--- config.mk ---
export PLATFORM = sky130hd
export DESIGN_NAME = miet_skid
export DESIGN_NICKNAME = d
export VERILOG_FILES = /design/src/min_incident_edge_table_assert.svh /design/src/miet_skid.sv
export SDC_FILE = /design/constraint.sdc
export NUM_CORES = 1
export LEC_CHECK = 0
export BUFFER_PORTS_ARGS = -buffer_cell sky130_fd_sc_hd__buf_4
export CORE_ASPECT_RATIO = 1.2
export CORE_MARGIN = 5
export CORE_UTILIZATION = 32
export DETAILED_ROUTE_END_ITERATION = 8
export SLEW_MARGIN = 0
export SYNTH_ARGS = -nofsm -noshare
export SYNTH_HDL_FRONTEND = slang
export SYNTH_SLANG_ARGS = --single-unit
--- constraint.sdc ---
create_clock -name clk -period 2.2 [get_ports clk]
set_input_delay 0.11 -clock clk [delete_from_list [all_inputs] [get_ports clk]]
set_output_delay 0.11 -clock clk [all_outputs]
set_load 0.1 [all_outputs]
--- src/min_incident_edge_table_assert.svh ---
// Assertion macros for the minimum incident edge table.
`ifndef MIN_INCIDENT_EDGE_TABLE_ASSERT_SVH
`define MIN_INCIDENT_EDGE_TABLE_ASSERT_SVH

// Same-cycle implication, sampled on clk, off while rst is high.
`define MIET_ASSERT_NOW(name, ante, cons, msg) \
  name: assert property (@(posedge clk) disable iff (rst) (ante) |-> (cons)) \
    else $error(msg);

// Next-cycle implication, sampled on clk, off while rst is high.
`define MIET_ASSERT_NEXT(name, ante, cons, msg) \
  name: assert property (@(posedge clk) disable iff (rst) (ante) |=> (cons)) \
    else $error(msg);

`endif

--- src/miet_skid.sv ---
// Result register with one skid slot, parting the table from the receiver.
`timescale 1ns / 1ps

module miet_skid #(
  parameter int DATA_BITS = 8
) (
  input  logic                 clk,
  input  logic                 rst,
  input  logic                 in_valid,
  input  logic [DATA_BITS-1:0] in_data,
  output logic                 in_stall,
  output logic                 out_valid,
  output logic [DATA_BITS-1:0] out_data,
  input  logic                 out_stall
);

  logic                 head_valid;
  logic                 head_valid_next;
  logic [DATA_BITS-1:0] head_data;
  logic [DATA_BITS-1:0] head_data_next;
  logic                 skid_valid;
  logic                 skid_valid_next;
  logic [DATA_BITS-1:0] skid_data;
  logic [DATA_BITS-1:0] skid_data_next;
  logic                 take;
  logic                 head_free;

  assign in_stall  = skid_valid;
  assign take      = in_valid && !skid_valid;
  assign head_free = !head_valid || !out_stall;

  always_comb begin
    head_valid_next = head_valid;
    head_data_next  = head_data;
    skid_valid_next = skid_valid;
    skid_data_next  = skid_data;
    if (head_free) begin
      if (skid_valid) begin
        head_valid_next = 1'b1;
        head_data_next  = skid_data;
        skid_valid_next = 1'b0;
      end else begin
        head_valid_next = take;
        head_data_next  = in_data;
      end
    end else if (take) begin
      skid_valid_next = 1'b1;
      skid_data_next  = in_data;
    end
  end

  always_ff @(posedge clk) begin
    if (rst) begin
      head_valid <= 1'b0;
      skid_valid <= 1'b0;
    end else begin
      head_valid <= head_valid_next;
      skid_valid <= skid_valid_next;
    end
  end

  always_ff @(posedge clk) begin
    head_data <= head_data_next;
    skid_data <= skid_data_next;
  end

  assign out_valid = head_valid;
  assign out_data  = head_data;

endmodule

==> reports/qor.csv, run 1 <==
metric,value,unit
Final Skew,0.000177,ns
gp weighted congestion,0.653,
die span in y,60.4,um
gr usage total,6.61,%
Max transition margin,60.5,%
Via density,4.03,
initial antenna violation count,0,
syn avg cell area,21.2,um2
"FF+latch count, synth",18,
most frequent cells after synthesis,"edfxtp_1 (16), mux2_4 (8), dfxtp_1 (2)",
CTS buffer count,3,
clock latency on the worst-skew pair,0.27,ns
worst hold slack,0.0218,ns
post-synth cell types,9,
DRT iter0 DRCs,1,
post-CTS setup buffer count,0,
clock power share,20.8,%
Core ar.,2050,um2
Yosys top cell by area,edfxtp_1,
routed wire length,978,um
Initial DRT Pass Iterations,3,
crit-path max cell delay,0.61,ns
"EDFF count, synth",16,
via count,367,
status,"finished, final reports clean",
GR Overflow Total,0,
row cnt,18,
WP buf/inv,0,
P_leak,0.377,nW
share of post-route cells with drive strength above 1,55.7,%
PnR worst setup slack,0.640,ns
Final ANT Viol Nets,0,
Worst EP arrival,1.48,ns
Main synth FF type,edfxtp_1,
full die area,3140,um2
number of hold violations in the final report,0,
clock-pin slew on the worst setup and hold paths,0.09,ns
H-Tree Depth,1,
io pins,22,
RSZ-0062 raised after global routing,false,
area grow syn2layout,40.3,%
Final nets,75,
CP max stage cell,nor3b_2,
synth warn,0,
CP max FO,11,
fin crit period,1.56,ns
CTS Buffer Depth,2,
"top cells by area, synth","edfxtp_1 (71%), mux2_4 (18%), dfxtp_1 (5.9%), buf_6 (1.7%), nor3b_1 (1.1%)",
max_cap viols,0,
setup violators final,0,
Final TNS setup,0,ns
clock root buffer,clkbuf_4,
Sink Count,18,
Tcrit/Tclk final,70.9,%
Logic pwr share,23.1,%
P_int,503,uW
pin count of the biggest net entering global routing,12,
number of global-route vias before repair,335,
crit path kind,register to register,
port bufs,21,
Max Clk Rate,641,MHz
die width,52.0,um
global-route wire length before repair,1.44,mm
DR DRC count,0,
hold crit path type,input pin to register,
Gate Count Post-Synth,32,
Setup WS pre-CTS,0.615,ns
Worst-Margin Slew,0.592,ns
fin. max-slew vios,0,
Total Power,707,uW
DR WL/cell,10.7,um
critical-path cell list,nand2_1 -> nor3b_2,
switching part of the total,28.9,%
"Seq/Total Area, Yosys",76.9,%
Synth Cell Area,677,um2
fill count,189,
Top delay family on crit path,simple AND/OR/NAND/NOR gates,
Worst IR Drop VDD,0.000399,V
Synthesized Nets,44,
Post-synth ARST share,0,%
CP endpoint kind,register,
cell area power density,745,nW/um2
CTS tree,yes,
sequential power share,56.0,%
Initial Util,33.0,%
CP Data Required Time,2.12,ns
antenna diode count,0,
startpoint types,register,
post-synth top area share,71.0,%
"count leader, synth",edfxtp_1,
Psw,204,uW
==> final cells by class <==
cell class | instances | area [um2] | area share [%]
Multi-Input combinational cell | 13 | 150 | 15.8
Clock buffer | 3 | 22.5 | 2.37
Timing Repair Buffer | 27 | 218 | 22.9
Tap cell | 30 | 37.5 | 3.95
Sequential cell | 18 | 522 | 54.9
==> per-layer routing <==
layer	routed length, um	track usage (%)
met5	0	0
met4	0	3.37
met3	100	3.19
met2	515	11.3
met1	361	6.66
==> cells by family (layout without fill, tap and decap cells) <==
group	Yosys count	after routing	synth area share, %
mux	8	8	17.7
buf+inv	1	30	1.66
compound gates	1	1	0.739
flops	18	18	76.9
simple gates	4	4	2.96
==> worst register-to-register path: cells and delay by family (launching register included) <==
family / cells / cell delay (ns)
and+or+nand+nor: 2 / 0.87
DFF: 1 / 0.33
==> power by group through the flow <==
stage / Combinational [mW] / Clock (mW) / Sequential [mW]
after floorplan: 0.0219 / 0 / 0.500
after global placement: 0.156 / 0 / 0.404
after detailed placement: 0.157 / 0 / 0.405
after CTS: 0.158 / 0.156 / 0.397
after global routing: 0.169 / 0.174 / 0.399
final: 0.164 / 0.147 / 0.396
==> cell usage in the layout, fill, tap and decap left out, types with 3 or more instances in the layout <==
| cell | instances |
|---|---|
| edfxtp_1 | 16 |
| buf_4 | 21 |
| dlygate4sd3_1 | 6 |
| mux2_4 | 8 |
| clkbuf_4 | 3 |
==> registers in the layout, indices dropped and copies added, names as in the netlist <==
| register | count |
|---|---|
| out_data | 8 |
| skid_data | 8 |
| in_stall | 1 |
| out_valid | 1 |
==> what timing repair did <==
| item | 4_1_cts | 5_1_grt |
|---|---|---|
| hold buffers | 1 | 5 |
| gates resized for setup | 0 | 0 |
| hold endpoints to repair | 2 | 5 |
==> worst paths after layout <==
path | cells past startpoint | slack (ns) | from | to
max | 2 | 0.64 | out_valid | skid_data[0]
min | 1 | 0.02 | in_data[1] | skid_data[1]
max reg2reg | 2 | 0.64 | out_valid | skid_data[0]
min reg2reg | 1 | 0.55 | skid_data[0] | out_data[0]
==> through the flow <==
stage	cells	cell area [um2]	utilization, %
2_1_floorplan	32	683	-
3_3_place_gp	82	867	42.3
3_5_place_dp	82	867	42.3
4_1_cts	86	900	43.9
5_1_grt	91	950	46.3
6_report	91	950	46.3
(Power assumes the default switching activity.)
==> inputs of run 2 (changes only) <==
==> constraint.sdc (replaced) <==
create_clock -name clk -period 1.6 [get_ports clk]
set_input_delay 0.08 -clock clk [delete_from_list [all_inputs] [get_ports clk]]
set_output_delay 0.08 -clock clk [all_outputs]
set_load 0.1 [all_outputs]
==> run 2 against run 1 <==
  * Combinational power increased by 43%
  * First-iteration DRC count increased by 100%
  * Utilization increased by 3.0 points
  * Sequential cell count unchanged
  * Critical path depth decreased by 1
  * Non-clock buffer count increased by 4
  * Critical path type is now register to output port
==> reports/qor.csv, run 2 (synthesis results as in run 1) <==
metric,value,unit
clock root buffer,clkbuf_4,
Final TNS setup,0,ns
share of post-route cells with drive strength above 1,56.1,%
Detailed Place HPWL,773,um
pin count of the biggest net entering global routing,12,
setup violators final,0,
Finished Core Util,49.3,%
Sink Count,18,
dpl cells,83,
CTS Buffer Depth,2,
Worst-Margin Slew,0.405,ns
antenna diode count,0,
Via density,4.03,
GR Overflow Total,0,
Initial DRT Pass Iterations,3,
DRT iter0 DRCs,2,
area grow syn2layout,49.4,%
port bufs,21,
fin. max-slew vios,0,
clock latency on the worst-skew pair,0.28,ns
CP max stage cell,dfxtp_2,
Final nets,79,
Tcrit/Tclk final,79.8,%
Max Clk Rate,783,MHz
die span in y,60.4,um
RSZ-0062 raised after global routing,false,
Worst IR Drop VDD,0.000595,V
routed wire length,1.06,mm
row cnt,18,
clock-pin slew on the worst setup and hold paths,0.10,ns
CTS buffer count,3,
P_leak,0.402,nW
Non-Filler Instances,96,
crit-path max cell delay,0.55,ns
startpoint types,register,
CP max FO,11,
status,"finished, final reports clean",
DR DRC count,0,
Post-CTS Resized,0,
CTS tree,yes,
io pins,22,
WP buf/inv,1,
gr usage total,8.09,%
global-route wire length before repair,1.82,mm
Final Skew,0.00201,ns
CP Data Required Time,1.52,ns
gp weighted congestion,0.624,
Total Power,1.05,mW
fin crit period,1.28,ns
cell area power density,1040,nW/um2
die width,52.0,um
number of global-route vias before repair,453,
Top delay family on crit path,flip-flops,
critical-path cell list,buf_4,
Max transition margin,73.0,%
H-Tree Depth,1,
Final ANT Viol Nets,0,
number of hold violations in the final report,0,
initial antenna violation count,0,
crit path kind,register to output port,
CP endpoint kind,output port,
Core ar.,2050,um2
hold crit path type,input pin to register,
max_cap viols,0,
Initial Util,33.0,%
via count,387,
Worst EP arrival,1.20,ns
most frequent cells in the layout,"buf_4 (22), edfxtp_1 (16), dlygate4sd3_1 (9), mux2_4 (8), clkbuf_4 (3)",
full die area,3140,um2
"commonest non-fill, non-tap cell in the layout",buf_4,
DR WL/cell,11.1,um
[run 2: changes by cell type in the layout (fill, tap and decap cells not counted)]
cell | previous run | this run
nor3b_4 | 0 | 1
dfxtp_4 | 0 | 1
dlygate4sd3_1 | 6 | 9
clkbuf_8 | 0 | 1
nor3b_2 | 1 | 0
dfxtp_1 | 1 | 0
buf_4 | 21 | 22
[run 2: path summary, 6_finish.rpt]
| path | from | end | slack [ns] | depth (start not counted) |
|---|---|---|---|---|
| max | in_stall | in_stall | 0.32 | 1 |
| max reg2reg | out_valid | skid_data[3] | 0.42 | 2 |
| min reg2reg | skid_data[2] | out_data[2] | 0.56 | 1 |
| min | in_valid | in_stall | 0.09 | 3 |
[run 2: layout make-up]
cell class              instances  area [um2]
fillers                       173        1040
flip-flops and latches         18         526
repair buffers                 31         255
multi-input cells              13         156
well taps                      30        37.5
clock buffers                   4        36.3
[run 2: metrics by stage]
step	hold WS [ns]	instance area, um2	setup WS (ns)
floorplan	0.139	693	0.0137
global placement	0.241	885	0.431
detailed placement	0.242	885	0.413
CTS	0.0811	1010	0.298
global route	0.0953	1010	0.235
finish	0.0858	1010	0.324
[run 2: report_power, final]
group	leakage, nW	switching [mW]	total, mW	internal [mW]
Sequential	0.173	0.00843	0.545	0.536
Combinational	0.208	0.160	0.234	0.0747
Clock	0.0210	0.134	0.272	0.138
[run 2: layer usage]
layer	routed length (um)	GRT usage, %
met1	416	8.01
met3	91	2.95
met4	0	4.87
met5	0	0
met2	554	14.4
[run 2: worst register-to-register path, delay by kind of cell (launching register included)]
| kind | cells | cell delay [ns] |
|---|---|---|
| simple gates | 2 | 0.50 |
| flops | 1 | 0.35 |
[run 2: timing repair]
item | in CTS | in global routing
hold buffers | 9 | 0
endpoints found under the setup margin | 0 | 0
endpoints found under the hold margin | 10 | 0
setup buffers | 0 | 0
