==> src/min_incident_edge_table_assert.svh <==
// Assertion macros for the minimum incident edge table.
`ifndef MIN_INCIDENT_EDGE_TABLE_ASSERT_SVH
`define MIN_INCIDENT_EDGE_TABLE_ASSERT_SVH

// Same-cycle implication, sampled on clk, off while rst is high.
`define MIET_ASSERT_NOW(name, ante, cons, msg) \
  name: assert property (@(posedge clk) disable iff (rst) (ante) |-> (cons)) \
    else $error(msg);

// Next-cycle implication, sampled on clk, off while rst is high.
`define MIET_ASSERT_NEXT(name, ante, cons, msg) \
  name: assert property (@(posedge clk) disable iff (rst) (ante) |=> (cons)) \
    else $error(msg);

`endif

==> src/miet_pkg.sv <==
// Shared types and constants of the minimum incident edge table.
`timescale 1ns / 1ps

package miet_pkg;

  localparam int VERTEX_BITS = 6;
  localparam int VERTEX_LIMIT = 1 << VERTEX_BITS;
  localparam int COUNT_BITS = 7;
  localparam logic [COUNT_BITS-1:0] COUNT_RESET = 7'd64;

  typedef enum logic [1:0] {
    OP_ADD   = 2'd0,
    OP_QUERY = 2'd1,
    OP_CLEAR = 2'd2,
    OP_NOP   = 2'd3
  } op_t;

  // Command broadcast to every table entry in one cycle.
  typedef struct packed {
    logic                   add;
    logic                   clear;
    logic                   query;
    logic [VERTEX_BITS-1:0] vertex_a;
    logic [VERTEX_BITS-1:0] vertex_b;
    logic [VERTEX_BITS-1:0] query_vertex;
  } cell_cmd_t;

endpackage

==> src/miet_cell.sv <==
// One table entry: keeps the cheapest edge offered to its vertex.
`timescale 1ns / 1ps

module miet_cell #(
  parameter int INDEX = 0,
  parameter int WEIGHT_BITS = 32,
  parameter int EDGE_INDEX_BITS = 16
) (
  input  logic                                clk,
  input  logic                                rst,
  input  miet_pkg::cell_cmd_t                 cmd,
  input  logic [WEIGHT_BITS-1:0]              edge_weight,
  input  logic [EDGE_INDEX_BITS-1:0]          edge_number,
  output logic                                entry_valid,
  output logic                                rd_found,
  output logic [miet_pkg::VERTEX_BITS-1:0]    rd_endpoint,
  output logic [WEIGHT_BITS-1:0]              rd_weight,
  output logic [EDGE_INDEX_BITS-1:0]          rd_edge_number
);

  localparam logic [miet_pkg::VERTEX_BITS-1:0] MY_VERTEX = miet_pkg::VERTEX_BITS'(INDEX);

  logic [miet_pkg::VERTEX_BITS-1:0] entry_endpoint;
  logic [WEIGHT_BITS-1:0]           entry_weight;
  logic [EDGE_INDEX_BITS-1:0]       entry_edge_number;

  logic                             hit_a;
  logic                             hit_b;
  logic                             take;
  logic [miet_pkg::VERTEX_BITS-1:0] far_end;
  logic                             sel;

  // A self loop hits both sides; far end is then the vertex itself.
  assign hit_a   = cmd.add && (cmd.vertex_a == MY_VERTEX);
  assign hit_b   = cmd.add && (cmd.vertex_b == MY_VERTEX);
  assign far_end = hit_a ? cmd.vertex_b : cmd.vertex_a;
  // Strict compare keeps the first of equal weights.
  assign take    = (hit_a || hit_b) && (!entry_valid || (edge_weight < entry_weight));

  always_ff @(posedge clk) begin
    if (rst) begin
      entry_valid <= 1'b0;
    end else if (cmd.clear) begin
      entry_valid <= 1'b0;
    end else if (take) begin
      entry_valid <= 1'b1;
    end
  end

  always_ff @(posedge clk) begin
    if (take) begin
      entry_endpoint    <= far_end;
      entry_weight      <= edge_weight;
      entry_edge_number <= edge_number;
    end
  end

  // Drive zeros unless this entry is the one queried and holds an edge.
  assign sel            = cmd.query && (cmd.query_vertex == MY_VERTEX) && entry_valid;
  assign rd_found       = sel;
  assign rd_endpoint    = sel ? entry_endpoint : '0;
  assign rd_weight      = sel ? entry_weight : '0;
  assign rd_edge_number = sel ? entry_edge_number : '0;

endmodule

==> config.mk <==
export PLATFORM = sky130hd
export DESIGN_NAME = miet_cell
export DESIGN_NICKNAME = d
export VERILOG_FILES = /design/src/min_incident_edge_table_assert.svh /design/src/miet_pkg.sv /design/src/miet_cell.sv
export SDC_FILE = /design/constraint.sdc
export NUM_CORES = 1
export LEC_CHECK = 0
export ABC_CLOCK_PERIOD_IN_PS = 7400
export BUFFER_PORTS_ARGS = -buffer_cell sky130_fd_sc_hd__buf_2
export CAP_MARGIN = 5
export CORE_MARGIN = 2
export CORE_UTILIZATION = 45
export DETAILED_ROUTE_END_ITERATION = 7
export HOLD_SLACK_MARGIN = 0.03
export PLACE_DENSITY = 0.84
export SLEW_MARGIN = 20
export SYNTH_ARGS = -nofsm -noshare
export SYNTH_HDL_FRONTEND = slang
export SYNTH_SLANG_ARGS = --single-unit
export TNS_END_PERCENT = 5
==> constraint.sdc <==
create_clock -name clk -period 7.4 [get_ports clk]
set_input_delay 0.74 -clock clk [delete_from_list [all_inputs] [get_ports clk]]
set_output_delay 0.74 -clock clk [all_outputs]
set_load 0.01 [all_outputs]
==> impl_results.md, run 1 <==
* R2R setup slack at 4.81 ns
* Number of global-route vias before repair at 2289
* Clk_skew at 0.00680 ns
* Fin crit share at 0.491
* Setup-failing EPs final at 0
* Startpoint types: input port
* TritonRoute pass-1 iters at 4
* Post-CTS Setup Repair Bufs at 0
* CTS tree: done
* Routed WL at between 6000 and 7000 um
* Global-route met3 utilization at 0.0492
* Hold Path Origin: cmd[19]
* Predominant post-synthesis flop cell: edfxtp_1
* Die H at 84.7 um
* Row count at 29
* Synth top area share at 0.553
* Setup TNS at 0 ns
* CP bufs+invs at 3
* CP top delay family: simple AND/OR/NAND/NOR gates
* Non-Filler Cell Area, Final at about 3800 sq um
* GR peak layer: met2
* Mapped Avg Cell Area at about 12 sq um
* CORE AREA at between 6000 and 7000 sq um
* Hpwl dp at 4980 um
* Leak at around 0.0019 uW
* Worst slew pin tran at approximately 0.86 ns
* Die area at 7170 sq um
* Via count at roughly 2.2k
* H-tree level count at 2
* Syn nets at about 340
* Placer congestion estimate at 0.779
* Hold Path Stages at 2
* Worst-skew pair later-pin latency at about 0.31 ns
* Max-cap check violation count at 0
* Via density at 4.92
* Crit path top cell by count: buf_2
* RSZ-0062 raised after global routing: false
* Number of gates resized after cts at 0
* Layout Nets at 475
* Hold endpoint: entry_valid
* Global route total overflow at 0
* Ports at between 100 and 150
* P&R area growth vs syn at 29.7%
* Cell Area, Synth at 2930 sq um
* First-pass GRT wire length at between 9000 and 10000 um
* Layout cells sized above 1 at 0.377
* Final min period at 3.63 ns
* Met1 Use GR at 0.214
* GR Util met2 at 0.311
* VDD IR max at between 100 and 150 uV
* Seq pwr share at 0.554
* Area post-placement at 3660 sq um
* Place WS at roughly 3.7 ns
* CTS clk-pin slew, worst paths at around 0.1 ns
* Post-Syn Instances at ~240
* Area contributors post-synth: edfxtp_1 (55%), ha_1 (13%), and2_1 (12%)
* Final core occ at 0.602
* #FFs+latches synth at 55
* Largest net degree at the start of global routing at 32
* Hold WC Path Type: in2reg
* P_sw at 120 uW
* Filler cells at roughly 540
* CTS sink count at 55
* Power share of the clock group at 0.373
* Cells on worst reg2reg path at 8
* Final hold vios at 0
* PortBufs at around 130
* Post-route ant nets at 0
* Total power draw at 623 uW
* Detailed router's first-iteration violation count at 48
* Slew Limit Headroom at 0.426
* PnR worst setup slack at 3.77 ns
* Int Pwr at approximately 500 uW
* # hold bufs at CTS at 0
* Max FO, Critical Path at 31
* Sequential area share after synthesis at 0.560
* Die width at approximately 85 um
* Final slew viol count at 0
* Ys async rst share at 0
* Worst-path cell chain: buf_2, or4b_1, nor4b_4, buf_4, and2_1, buf_2
* Root buffer cell: clkbuf_8
* Critical R2R Launch: entry_weight[10]
* FF-to-FF End: entry_edge_number[12]
* Initial antenna violation count at 0
* Critical path arrival at slightly below 3 ns
* Yosys Warn Count at 0
* GRT Total Usage at 0.176
* Req. time, crit path at approximately 6.7 ns
* Distinct cells, synth at 29
* Switching Share at 0.193
* Kind of critical path: in2out
* CP endpoint kind: primary output
* ANT cells at 0
* Crit-path slowest cell: nor4b_4
* CTS max path bufs at 2
* Peak Freq at ~280 MHz
* Post-synth EDFFs at 54
* Post-synth top area cell: edfxtp_1
* Power density cells at ~160 nW/um^2
* Crit path largest cell delay at 0.74 ns
* Comb pwr share at 0.073
* Wire per inst at 13.9 um
* Status: finished clean
* Initial core utilization at 0.464
* Post-route DRC at 0
* TritonCTS Buffers at 5
==> kinds of logic after synthesis <==
group / share of synthesized area
simple gates: 0.187
fa+ha+maj: 0.132
flops: 0.560
buf+inv: 0.0529
compound gates: 0.0679
==> area by class of cell <==
class	instances	area (sq um)	area share
Clock inverter	3	67.6	0.0178
Clock buffer	5	68.8	0.0181
Tap cell	77	96.3	0.0253
Timing Repair Buffer	129	653	0.172
Inverter	34	128	0.0336
Multi-Input combinational cell	148	1150	0.302
Sequential cell	55	1640	0.432
==> state kept, by name, indices dropped and copies added, names as in the netlist <==
name and count:
entry_edge_number 16, entry_valid 1, entry_endpoint 6, entry_weight 32
==> synthesized netlist by cell type (all sizes together) (3+ instances only) <==
master	count
nand2	6
nand3	6
inv	34
nand4	3
a211oi	3
edfxtp	54
a21oi	11
clkbuf	4
o21ai	3
ha	31
and2	54
a21o	8
nor2	5
==> worst reg2reg max path, cell delays in order (launching register included) <==
cell      delay [ns]
edfxtp_1        0.35
inv_1           0.04
ha_1            0.30
and4_1          0.22
or3b_2          0.43
or4_1           0.41
o211ai_1        0.18
a211oi_4        0.11
buf_4           0.27
==> placed cells by master (no fill, tap or decap), types with 2 or more instances in the layout <==
cell type    n
edfxtp_1    54
a31oi_1      2
a211oi_1     2
a21oi_1     11
nand3_1      6
nor3_1       2
or4b_1       2
nand4_1      3
inv_1       34
and2_1      54
a21o_1       8
clkbuf_8     5
bufinv_16    2
nor2_1       5
nand2_1      6
ha_1        31
buf_4        3
buf_2      126
a221oi_1     2
o21ai_0      3
==> power groups by stage <==
stage	combinational [uW]	sequential, uW	clock [uW]
6_report	45.6	345	232
5_1_grt	51.6	345	247
4_1_cts	46.4	345	240
3_5_place_dp	46.0	352	0
3_3_place_gp	43.4	352	0
2_1_floorplan	17.2	352	0
==> routing by layer <==
metal / up-vias / part of all wire
met1: 1019 / 0.42
met2: 84 / 0.50
met4: 0 / 0.010
li1: 1110 / -
met5: - / 0
met3: 6 / 0.075
==> worst max path at each step <==
stage | start | endpoint | cells after the start
2_1_floorplan | cmd[15] | entry_edge_number[0] | 4
3_3_place_gp | cmd[4] | rd_weight[16] | 6
3_5_place_dp | cmd[4] | rd_weight[14] | 6
4_1_cts | cmd[4] | rd_weight[14] | 6
5_1_grt | cmd[4] | rd_weight[12] | 6
6_report | cmd[4] | rd_weight[14] | 6
==> through the flow <==
stage	cells	hold slack (ns)
final	451	0.575
after global routing	451	0.573
after CTS	451	0.571
after detailed placement	443	0.617
after global placement	443	0.627
after floorplan	242	0.578
Note: power is estimated with default switching activity, not from simulation.
==> run 2: changes to the inputs <==
ABC_AREA = 1   (was not set)
ABC_CLOCK_PERIOD_IN_PS = 3400   (was 7400)
clock period = 3.4 ns   (was 7.4 ns; I/O delays follow)
==> impl_results.md, run 2 <==
* Wire per inst at 12.0 um (was 13.9 um)
* Largest reg by FF count: entry_weight (unchanged)
* Final hold vios at 0 (unchanged)
* Non-Filler Cell Area, Final at 3810 sq um (was 3800 sq um)
* Die H at 85.9 um (was 84.7 um)
* Row count at 29 (unchanged)
* Area contributors post-synth: edfxtp_1 (54%), ha_1 (13%), inv_1 (9.4%) (was edfxtp_1 (55%), ha_1 (13%), and2_1 (12%))
* Max-cap check violation count at 0 (unchanged)
* Kind of critical path: reg2out (was in2out)
* Ports at 127 (unchanged)
* Yosys Warn Count at 0 (unchanged)
* Slew Limit Headroom at 0.562 (was 0.426)
* Peak Freq at approximately 440 MHz
* Clk_skew at 0.00704 ns (was 0.00680 ns)
* TritonCTS Buffers at 5 (unchanged)
* Startpoint types: flip-flop (was input port)
* CTS clk-pin slew, worst paths at 0.10 ns (about the same)
* FF-to-FF End: entry_weight[24] (was entry_edge_number[12])
* Final slew viol count at 0 (unchanged)
* Status: finished clean (unchanged)
* Post-synth top area cell: edfxtp_1 (unchanged)
* Max FO, Critical Path at 55 (was 31)
* Worst slew pin tran at 0.657 ns (was 0.857 ns)
* Root buffer cell: clkbuf_8 (unchanged)
* CP Capture Point: rd_weight[16] (was rd_weight[14])
* Req. time, crit path at 3.06 ns (was 6.66 ns)
* Post-Syn Instances at 300 (was 242)
* ANT cells at 0 (unchanged)
* Setup TNS at 0 ns (unchanged)
* Synth top area share at 0.537 (was 0.553)
* Sequential area share after synthesis at 0.544 (was 0.560)
* Power density cells at 322 nW/um^2 (was 164 nW/um^2)
* First-pass GRT wire length at 9930 um (was 10000 um)
* Via count at 2339 (was 2219)
* Distinct cells, synth at 21 (was 29)
* TritonRoute pass-1 iters at 6 (was 4)
* Syn nets at 402 (was 344)
* Number of global-route vias before repair at 2338 (was 2289)
* Post-CTS Setup Repair Bufs at 0 (unchanged)
* R2R setup slack at 1.21 ns (was 4.81 ns)
* Layout cells sized above 1 at 0.364 (was 0.377)
* Hold WC Path Type: in2reg (unchanged)
* Ys async rst share at 0 (unchanged)
* CTS max path bufs at 2 (unchanged)
* Most frequent cell after synthesis: inv_1
* Max reg flops at 32 (unchanged)
* Post-route ant nets at 0 (unchanged)
* Routed WL at 6110 um (was 6270 um)
* Post-synth EDFFs at 54 (unchanged)
* Cell Area, Synth at 3020 sq um (was 2930 sq um)
* Most frequent cells in the layout: buf_2 (126), inv_1 (76), edfxtp_1 (54) (was buf_2 (126), and2_1 (54), edfxtp_1 (54))
* Placer congestion estimate at 0.799 (was 0.779)
* Post-route DRC at 0 (unchanged)
* Layout Nets at 532 (was 475)
* VDD IR max at 199 uV (was 100 uV)
* Place WS at 1.14 ns (was 3.73 ns)
* Initial antenna violation count at 0 (unchanged)
* Critical path arrival at 1.91 ns (was 2.89 ns)
* Die width at 85.9 um (was 84.7 um)
* PnR worst setup slack at 1.15 ns (was 3.77 ns)
* Via density at 4.60 (was 4.92)
* P&R area growth vs syn at 26.2% (was 29.7%)
* Fin crit share at 0.661
* Hpwl dp at 4830 um (was 4980 um)
* Mapped Avg Cell Area at 10.1 sq um (was 12.1 sq um)
* Initial core utilization at 0.470 (was 0.464)
* Leak at 0.00209 uW (was 0.00190 uW)
* CTS tree: done (unchanged)
* GRT Total Usage at 0.168 (was 0.176)
* CP Launch Point: entry_valid (was cmd[4])
* CORE AREA at 6420 sq um (was 6310 sq um)
* Setup-failing EPs final at 0 (unchanged)
* Global route total overflow at 0 (unchanged)
* Final min period at 2.25 ns
* Area post-placement at 3720 sq um (was 3660 sq um)
* Area occupied by multi-input gates at 1040 sq um (was 1150 sq um)
* CP endpoint kind: primary output (unchanged)
* Filler cells at 560 (was 539)
* Worst-skew pair later-pin latency at 0.30 ns (was 0.31 ns)
* Critical R2R Launch: entry_weight[5] (was entry_weight[10])
* Most common cell after layout, fill and taps aside: buf_2 (unchanged)
* RSZ-0062 raised after global routing: false (unchanged)
* PortBufs at 126 (unchanged)
* Number of gates resized after cts at 0 (unchanged)
* Biggest regs: entry_weight (32), entry_edge_number (16), entry_endpoint (6) (unchanged)
* Die area at 7380 sq um (was 7170 sq um)
* CTS sink count at 55 (unchanged)
* Largest net degree at the start of global routing at 56 (was 32)
* Detailed router's first-iteration violation count at 61 (was 48)
* #FFs+latches synth at 55 (unchanged)
* H-tree level count at 2 (unchanged)
* Cells on worst reg2reg path at 12 (was 8)
* Top post-synthesis cells by count: inv_1 (76), edfxtp_1 (54), nor2_1 (45) (was and2_1 (54), edfxtp_1 (54), inv_1 (34))
* # hold bufs at CTS at 0 (unchanged)
* Predominant post-synthesis flop cell: edfxtp_1 (unchanged)
* Reg area at 1640 sq um (unchanged)
==> run 2: through the flow <==
stage	total power, uW	hold WS, ns	util	instances
2_1_floorplan	810	0.439	-	300
3_3_place_gp	867	0.518	0.579	500
3_5_place_dp	872	0.518	0.579	500
4_1_cts	1250	0.191	0.593	508
5_1_grt	1290	0.182	0.593	508
6_report	1230	0.206	0.593	508
==> run 2: worst min-delay path by stage <==
stage	from	end	slack, ns	cells after the start
after floorplan	edge_number[0]	entry_edge_number[0]	0.44	0
after global placement	edge_number[1]	entry_edge_number[1]	0.52	1
after detailed placement	edge_number[1]	entry_edge_number[1]	0.52	1
after CTS	edge_number[11]	entry_edge_number[11]	0.19	1
after global routing	edge_number[11]	entry_edge_number[11]	0.18	1
final	edge_number[1]	entry_edge_number[1]	0.21	1
==> run 2: metal layers <==
layer / GRT usage / vias up / part of all wire
met5: 0 / - / 0
met1: 0.206 / 1022 / 0.43
li1: - / 1218 / -
met3: 0.0327 / 8 / 0.060
met2: 0.303 / 91 / 0.50
met4: 0.0390 / 0 / 0.010
==> run 2: worst max-delay path, cell delays in order (launching register included) <==
cell and delay, ns:
dfxtp_1 0.43, inv_2 0.08, nor4_4 0.26, nand2_4 0.40
nor2_1 0.26, buf_2 0.17
==> run 2: cells by family after synthesis <==
logic type | after synthesis | share of synthesized area
AND/OR/NAND/NOR | 105 | 0.166
buffers and inverters | 82 | 0.114
flip-flops | 55 | 0.544
adder cells (fa/ha/maj) | 31 | 0.128
AO/OA/AOI/OAI | 27 | 0.0472
==> run 2: power breakdown <==
group,internal [uW],switching [uW],total [uW]
Sequential,749,1.17,750
Clock,152,220,372
Combinational,51.6,55.0,107
==> run 2: layout make-up <==
type | instances | share of cell area
clock buffers | 5 | 0.0181
repair buffers | 128 | 0.169
inverters | 77 | 0.0758
flip-flops and latches | 55 | 0.431
well taps | 77 | 0.0253
clock inverters | 3 | 0.00689
multi-input cells | 163 | 0.274
